==> src/rtl/ilist_pkg.sv <==
// Shared types and constants for the indexed list block.
`default_nettype none

package ilist_pkg;

    localparam int DATA_W       = 32;
    localparam int POS_W        = 7;
    localparam int KIND_W       = 2;
    localparam int ST_W         = 2;
    localparam int CAPACITY_DEF = 64;

    localparam logic [KIND_W-1:0] KIND_INSERT = 2'd0;
    localparam logic [KIND_W-1:0] KIND_DELETE = 2'd1;

    typedef enum logic [ST_W-1:0] {
        ST_OK    = 2'd0,
        ST_RANGE = 2'd1,
        ST_FULL  = 2'd2
    } t_status;

    typedef enum logic [1:0] {
        S_IDLE,
        S_SHIFT,
        S_SCAN
    } t_state;

    typedef struct packed {
        logic clr;
        logic upd;
    } t_mm_ctl;

endpackage

`default_nettype wire

==> src/rtl/ilist_ram.sv <==
// Generic simple dual-port RAM with registered read.
`default_nettype none

module ilist_ram #(
    parameter int WIDTH = 32,
    parameter int DEPTH = 64,
    localparam int AW   = $clog2(DEPTH)
) (
    input  wire logic             i_clk,
    input  wire logic             i_we,
    input  wire logic [AW-1:0]    i_waddr,
    input  wire logic [WIDTH-1:0] i_wdata,
    input  wire logic [AW-1:0]    i_raddr,
    output logic      [WIDTH-1:0] o_rdata
);

    logic [WIDTH-1:0] r_mem [DEPTH];

    always_ff @(posedge i_clk) begin
        if (i_we) begin
            r_mem[i_waddr] <= i_wdata;
        end
        o_rdata <= r_mem[i_raddr];
    end

endmodule

`default_nettype wire

==> src/rtl/ilist_mmu.sv <==
// Running signed max/min accumulator shared by every scan.
`default_nettype none

module ilist_mmu (
    input  wire logic                          i_clk,
    input  wire logic                          i_rst_n,
    input  wire ilist_pkg::t_mm_ctl            i_ctl,
    input  wire logic [ilist_pkg::DATA_W-1:0]  i_data,
    output logic      [ilist_pkg::DATA_W-1:0]  o_max,
    output logic      [ilist_pkg::DATA_W-1:0]  o_min
);

    import ilist_pkg::*;

    logic              r_first;
    logic [DATA_W-1:0] r_max;
    logic [DATA_W-1:0] r_min;
    logic              gt_max;
    logic              lt_min;

    assign gt_max = $signed(i_data) > $signed(r_max);
    assign lt_min = $signed(i_data) < $signed(r_min);

    always_ff @(posedge i_clk) begin
        if (!i_rst_n) begin
            r_first <= 1'b1;
        end else if (i_ctl.clr) begin
            r_first <= 1'b1;
        end else if (i_ctl.upd) begin
            r_first <= 1'b0;
            // first word seeds both bounds
            if (r_first || gt_max) begin
                r_max <= i_data;
            end
            if (r_first || lt_min) begin
                r_min <= i_data;
            end
        end
    end

    assign o_max = r_max;
    assign o_min = r_min;

endmodule

`default_nettype wire

==> src/rtl/indexed_list_insert_delete_minmax.sv <==
// Indexed list with insert/delete at a position and a max/min scan per command.
// A command first shifts the affected entries, if any, then scans the whole list for max/min,
// one entry a cycle through the single RAM read port. Busy drops as o_valid rises, so the
// next start beat can land in the o_valid cycle; a new command is taken only once the last
// is through, and there is no output stall. Reset empties the list, not the RAM.
`default_nettype none

module indexed_list_insert_delete_minmax #(
    parameter int CAPACITY = ilist_pkg::CAPACITY_DEF,
    localparam int CNT_W   = $clog2(CAPACITY + 1)
) (
    input  wire logic                          i_clk,
    input  wire logic                          i_rst_n,
    input  wire logic                          start,
    output logic                               busy,
    input  wire logic [ilist_pkg::KIND_W-1:0]  i_kind,
    input  wire logic [ilist_pkg::POS_W-1:0]   i_position,
    input  wire logic [ilist_pkg::DATA_W-1:0]  i_new_value,
    output logic                               o_valid,
    output logic      [ilist_pkg::ST_W-1:0]    o_status,
    output logic      [CNT_W-1:0]              o_count,
    output logic      [ilist_pkg::DATA_W-1:0]  o_largest,
    output logic      [ilist_pkg::DATA_W-1:0]  o_smallest,
    output logic                               o_is_empty
);

    import ilist_pkg::*;

    localparam int AW = $clog2(CAPACITY);
    localparam int CW = ((CNT_W > POS_W) ? CNT_W : POS_W) + 1;

    t_state            r_state, n_state;
    logic              r_ins, r_del;
    logic [POS_W-1:0]  r_pos;
    logic [DATA_W-1:0] r_value;
    logic [AW-1:0]     r_ptr, r_wa;
    logic [CNT_W-1:0]  r_left, r_count, n_count;
    logic              r_pend;
    t_status           r_status;

    logic              r_o_valid, r_o_empty;
    t_status           r_o_status;
    logic [CNT_W-1:0]  r_o_count;
    logic [DATA_W-1:0] r_o_max, r_o_min;

    logic              accept;
    logic [CW-1:0]     pos_x, cnt_x;
    logic              acc_ins, acc_del;
    t_status           acc_status;
    logic [AW-1:0]     acc_ptr;
    logic [CNT_W-1:0]  acc_left;

    logic              shift_done, scan_done;
    logic              ram_we;
    logic [AW-1:0]     ram_waddr;
    logic [DATA_W-1:0] ram_wdata, ram_rdata;
    t_mm_ctl           mm_ctl;
    logic [DATA_W-1:0] mm_max, mm_min;

    assign busy   = (r_state != S_IDLE);
    assign accept = start && !busy;
    assign pos_x  = CW'(i_position);
    assign cnt_x  = CW'(r_count);

    // Command decode at the start beat
    always_comb begin
        acc_ins    = 1'b0;
        acc_del    = 1'b0;
        acc_status = ST_OK;
        acc_ptr    = '0;
        acc_left   = '0;
        case (i_kind)
            KIND_INSERT: begin
                if (pos_x == '0 || pos_x > cnt_x + CW'(1)) begin
                    acc_status = ST_RANGE;
                end else if (r_count == CNT_W'(CAPACITY)) begin
                    acc_status = ST_FULL;
                end else begin
                    acc_ins  = 1'b1;
                    acc_ptr  = AW'(cnt_x - CW'(1));
                    acc_left = CNT_W'(cnt_x - pos_x + CW'(1));
                end
            end
            KIND_DELETE: begin
                if (pos_x == '0 || pos_x > cnt_x) begin
                    acc_status = ST_RANGE;
                end else begin
                    acc_del  = 1'b1;
                    acc_ptr  = AW'(pos_x);
                    acc_left = CNT_W'(cnt_x - pos_x);
                end
            end
            default: begin
                acc_status = ST_OK;
            end
        endcase
    end

    // Datapath control
    always_comb begin
        shift_done = (r_state == S_SHIFT) && (r_left == '0) && !r_pend;
        scan_done  = (r_state == S_SCAN) && (r_left == '0) && !r_pend;
        ram_we     = 1'b0;
        ram_waddr  = r_wa;
        ram_wdata  = ram_rdata;
        if (r_state == S_SHIFT && r_pend) begin
            ram_we = 1'b1;
        end else if (shift_done && r_ins) begin
            // drop the new word into the slot opened by the shift
            ram_we    = 1'b1;
            ram_waddr = AW'(r_pos - POS_W'(1));
            ram_wdata = r_value;
        end
        mm_ctl.clr = shift_done;
        mm_ctl.upd = (r_state == S_SCAN) && r_pend;
        n_count    = r_count;
        if (shift_done && r_ins) begin
            n_count = r_count + CNT_W'(1);
        end else if (shift_done && r_del) begin
            n_count = r_count - CNT_W'(1);
        end
    end

    always_comb begin
        n_state = r_state;
        case (r_state)
            S_IDLE: begin
                if (accept) begin
                    n_state = S_SHIFT;
                end
            end
            S_SHIFT: begin
                if (shift_done) begin
                    n_state = S_SCAN;
                end
            end
            S_SCAN: begin
                if (scan_done) begin
                    n_state = S_IDLE;
                end
            end
            default: begin
                n_state = S_IDLE;
            end
        endcase
    end

    always_ff @(posedge i_clk) begin
        if (!i_rst_n) begin
            r_state   <= S_IDLE;
            r_count   <= '0;
            r_left    <= '0;
            r_pend    <= 1'b0;
            r_ins     <= 1'b0;
            r_del     <= 1'b0;
            r_o_valid <= 1'b0;
        end else begin
            r_state   <= n_state;
            r_count   <= n_count;
            r_o_valid <= scan_done;
            case (r_state)
                S_IDLE: begin
                    if (accept) begin
                        r_ins    <= acc_ins;
                        r_del    <= acc_del;
                        r_status <= acc_status;
                        r_pos    <= i_position;
                        r_value  <= i_new_value;
                        r_ptr    <= acc_ptr;
                        r_left   <= acc_left;
                        r_pend   <= 1'b0;
                    end
                end
                S_SHIFT, S_SCAN: begin
                    r_pend <= (r_left != '0);
                    if (r_left != '0) begin
                        r_left <= r_left - CNT_W'(1);
                        // insert walks down and moves up; delete and scan walk up
                        if (r_state == S_SHIFT && r_ins) begin
                            r_ptr <= r_ptr - AW'(1);
                            r_wa  <= r_ptr + AW'(1);
                        end else begin
                            r_ptr <= r_ptr + AW'(1);
                            r_wa  <= r_ptr - AW'(1);
                        end
                    end
                    if (shift_done) begin
                        r_ptr  <= '0;
                        r_left <= n_count;
                    end
                end
                default: begin
                    r_pend <= 1'b0;
                end
            endcase
            if (scan_done) begin
                r_o_status <= r_status;
                r_o_count  <= r_count;
                r_o_empty  <= (r_count == '0);
                r_o_max    <= (r_count == '0) ? '0 : mm_max;
                r_o_min    <= (r_count == '0) ? '0 : mm_min;
            end
        end
    end

    ilist_ram #(
        .WIDTH (DATA_W),
        .DEPTH (CAPACITY)
    ) u_ram (
        .i_clk   (i_clk),
        .i_we    (ram_we),
        .i_waddr (ram_waddr),
        .i_wdata (ram_wdata),
        .i_raddr (r_ptr),
        .o_rdata (ram_rdata)
    );

    ilist_mmu u_mmu (
        .i_clk   (i_clk),
        .i_rst_n (i_rst_n),
        .i_ctl   (mm_ctl),
        .i_data  (ram_rdata),
        .o_max   (mm_max),
        .o_min   (mm_min)
    );

    assign o_valid    = r_o_valid;
    assign o_status   = r_o_status;
    assign o_count    = r_o_count;
    assign o_largest  = r_o_max;
    assign o_smallest = r_o_min;
    assign o_is_empty = r_o_empty;

`ifndef NO_ASSERTIONS
    a_count_cap: assert property (@(posedge i_clk) disable iff (!i_rst_n)
        r_count <= CNT_W'(CAPACITY))
        else $error("list length exceeds capacity");

    a_idle_no_work: assert property (@(posedge i_clk) disable iff (!i_rst_n)
        (r_state == S_IDLE) |-> (r_left == '0 && !r_pend))
        else $error("walk pending while idle");

    a_start_busy: assert property (@(posedge i_clk) disable iff (!i_rst_n)
        accept |=> busy && !o_valid)
        else $error("start beat did not raise busy");

    a_valid_pulse: assert property (@(posedge i_clk) disable iff (!i_rst_n)
        o_valid |=> !o_valid)
        else $error("result strobe longer than one cycle");

    a_empty_zero: assert property (@(posedge i_clk) disable iff (!i_rst_n)
        (o_valid && o_is_empty) |-> (o_largest == '0 && o_smallest == '0 && o_count == '0))
        else $error("empty result carries nonzero fields");
`endif

endmodule

`default_nettype wire
==> config.mk <==
export PLATFORM = sky130hd
export DESIGN_NAME = indexed_list_insert_delete_minmax
export DESIGN_NICKNAME = d
export VERILOG_FILES = /design/src/rtl/ilist_pkg.sv /design/src/rtl/ilist_ram.sv /design/src/rtl/ilist_mmu.sv /design/src/rtl/indexed_list_insert_delete_minmax.sv
export SDC_FILE = /design/constraint.sdc
export NUM_CORES = 2
export LEC_CHECK = 0
export ABC_AREA = 1
export BUFFER_PORTS_ARGS = -buffer_cell sky130_fd_sc_hd__buf_2
export CAP_MARGIN = 5
export CORE_UTILIZATION = 45
export DETAILED_ROUTE_END_ITERATION = 7
export PLACE_DENSITY_LB_ADDON = 0.08
export SYNTH_ARGS = -nofsm -noshare
export SYNTH_HDL_FRONTEND = slang
export SYNTH_SLANG_ARGS = --single-unit
==> constraint.sdc <==
create_clock -name i_clk -period 8.7 [get_ports i_clk]
set_clock_uncertainty 0.15 [all_clocks]
set_input_delay 1.74 -clock i_clk [delete_from_list [all_inputs] [get_ports i_clk]]
set_output_delay 1.74 -clock i_clk [all_outputs]
set_load 0.02 [all_outputs]
==> reports/metrics.cfg <==
[placed_design]
gp_congestion = 0.889
place_inst = 9457
preCtsSetupSlack_ns = 4.32
hpwl_um = 164000
numPortBuffers = 119

[synth]
synth_nets = 7057
syn_area_um2 = 91400
synth_ff_type = edfxtp_1
synth-edff-count = 2238
syn_inst = 6925
avgSynthCellArea_um2 = 13.2
yosysSeqAreaShare_pct = 74.7
synth-seq-cells = 2291
async_reset_ff_share_pct = 0
yosys_warnings = 0
synth_cell_type_count = 50

[critical_path]
crit_required_ns = 9.31
crit_path_start_kind = flop
crit_type = flop to flop
crit_top_cell = buf_4
crit_chain = buf_4 -> buf_4 -> buf_12 -> mux2i_1 -> o22ai_1 -> nor3_1 -> a21oi_1 -> o21ai_0 -> nand2_1
rr_startpoint = r_ptr[0]
cpPeakStageDelay_ns = 0.67
end_kind = flop
cp-startpoint = r_ptr[0]
crit_arrival_ns = 5.02
r2r-end = u_ram.o_rdata[9]
cp_slowest_cell = buf_4
path_max_fanout = 135
reg2reg_slack_ns = 4.29
worstRegToRegCells = 9

[power]
p_per_area_nw_per_um2 = 340
p_leak_nw = 35.3
p_total_w = 0.0351
irDropWorstVdd_mv = 0.282

[timing]
setup_violations = 0
timing.final.crit_share_pct = 50.6
fin_setup_tns_ns = 0
hold_viol = 0
fin_crit_ns = 4.41
max_clock_freq_ghz = 0.227
setup_ws_ns = 4.29
slew_headroom_pct = -0.856
worst_hold_slack_ns = 0.278
tightest_slew_ns = 1.50
rsz0062_at_grt = no
drv_slew = 2

[cells_and_area]
mostFrequentLayoutCell = edfxtp_1
final_net_count = 7155
drive_above_1_share_pct = 10.4
layout.cells.non_filler = 9902
final_cell_mix = edfxtp_1, nand2_1, nor2_1, o21ai_0, a21oi_1
fillers = 17200
area_growth_pct = 12.9

[global_route]
grt_pass1_vias = 54900
grt_pass1_wl_um = 415000
overflow = 0
antenna_found_initial = 23
grt_max_degree = 162
grt_use_total_pct = 28.5

[drt]
post-route-drc-count = 0
drt-total-wl_um = 295000
ant_nets = 0
viasPerCell = 5.87
wl_per_cell_um = 29.8
first_pass_iters = 6
drt-initial-drc-count = 7033
vias = 58100

[clock_network]
clkLatencyLatePin_ns = 0.88
cts_max_level = 4
cts_made_buffers = 236
hold_buffers = 0
post_cts_buffers = 0
cts_tree = yes
cts_root_buf = clkbuf_16
ctsLongestPathBuffers = 3
numClockSinks = 2291
cts_resized = 0
path_clk_slew_ns = 0.06

[floorplan]
die_w_um = 453
core_area_um2 = 202000
initial_core_util_pct = 45.3
boundaryPins = 120
die_h_um = 453
dieArea_um2 = 205000
placementRows = 165

[run]
max_cap_viol_count = 1

[hold_path]
hold_path.class = flop to flop
min_from = r_status[0]
min_delay_worst_endpoint = o_status[0]
min_path_cells = 0

[outcome]
violations = max-capacitance violations, max-slew violations
status = finished, violations left

-- layer usage --
layer  share of wire, %  global-route usage, %
met5             0.0044                      0
met2                 47                   45.3
met1                 42                   40.1
met3                7.1                   3.93
met4                3.7                   10.2
-- synth_stat cells, types with 3 or more instances --
library cell / number / area [um2]
o221ai_1: 63 / 552
nand2_2: 14 / 87.6
dfxtp_1: 53 / 1060
ha_1: 87 / 1090
o21a_1: 6 / 45.0
nand3_1: 80 / 400
o21bai_1: 4 / 30.0
nand2_1: 1030 / 3870
buf_2: 73 / 365
a211oi_1: 4 / 30.0
inv_1: 175 / 657
clkbuf_1: 295 / 1110
a21oi_1: 325 / 1630
nor2_1: 939 / 3520
a31oi_1: 3 / 18.8
mux2i_1: 239 / 2390
inv_2: 7 / 26.3
nor2_4: 6 / 67.6
o31ai_1: 6 / 45.0
xor2_1: 23 / 201
xnor2_1: 5 / 43.8
buf_4: 3 / 22.5
nor4_1: 30 / 188
edfxtp_1: 2238 / 67200
nand2_4: 4 / 45.0
nor3_1: 54 / 270
o2111ai_1: 10 / 87.6
o21ai_0: 726 / 3630
nand4_1: 9 / 56.3
buf_1: 31 / 116
o211ai_1: 35 / 263
o21ai_4: 3 / 48.8
or2_2: 7 / 43.8
o22ai_1: 310 / 1940
o21ai_1: 5 / 25.0
-- registers in the layout, summed over array words and instances (netlist names) --
register       count
u_ram.r_mem     2048
o_largest         32
o_smallest        32
r_value           32
u_mmu.o_max       32
u_mmu.o_min       32
u_ram.o_rdata     32
o_count            7
r_count            7
r_left             7
r_pos              6
r_ptr              6
r_wa               6
o_status           2
r_state            2
r_status           2
o_is_empty         1
o_valid            1
r_del              1
r_ins              1
r_pend             1
u_mmu.r_first      1
-- power breakdown --
group	switching, W	total (W)	internal [W]
logic	0.00842	0.0107	0.00224
registers	0.000482	0.0145	0.0141
clock network	0.00426	0.00989	0.00563
total	0.0132	0.0351	0.0219
-- stage by stage --
step                util [%]  instance area, um2
detailed placement      47.4               95700
CTS                     51.1              103000
global placement        47.4               95700
floorplan                  -               91400
global route            51.1              103000
finish                  51.1              103000
-- cell type report --
cell class	instances	area (um2)	share of cell area [%]
diodes	6	15.0	0.0145
clock buffers	314	6380	6.18
clock inverters	125	1130	1.10
inverters	185	724	0.702
multi-input cells	4045	21500	20.8
flip-flops and latches	2291	68300	66.1
well taps	2672	3340	3.24
repair buffers	264	1870	1.81
-- cell families (layout without fill, tap and decap cells) --
group / Yosys count / after routing / synth area share [%]
muxes: 239 / 239 / 2.62
other: 0 / 6 / 0
AOI/OAI and AO/OA: 1509 / 1509 / 9.22
DFF: 2291 / 2291 / 74.7
xor gates and xnor gates: 28 / 28 / 0.268
adders and majority gates: 88 / 88 / 1.21
buffers and inverters: 589 / 888 / 2.55
and+or+nand+nor: 2181 / 2181 / 9.44
-- worst max-delay path by stage --
stage / end / cells past startpoint
after CTS: u_ram.r_mem[57][11] / 12
after global routing: u_ram.r_mem[57][19] / 12
after global placement: r_ptr[2] / 13
final: u_ram.o_rdata[9] / 9
after floorplan: o_count[0] / 3
after detailed placement: r_ptr[2] / 13
-- critical path, delay by kind of cell, from the launching register on --
kind	cells	cell delay, ns
buffers and inverters	3	1.82
AO/OA/AOI/OAI	3	0.68
flip-flops	1	0.58
AND/OR/NAND/NOR	2	0.53
multiplexers	1	0.26
Note: power is estimated with default switching activity, not from simulation.
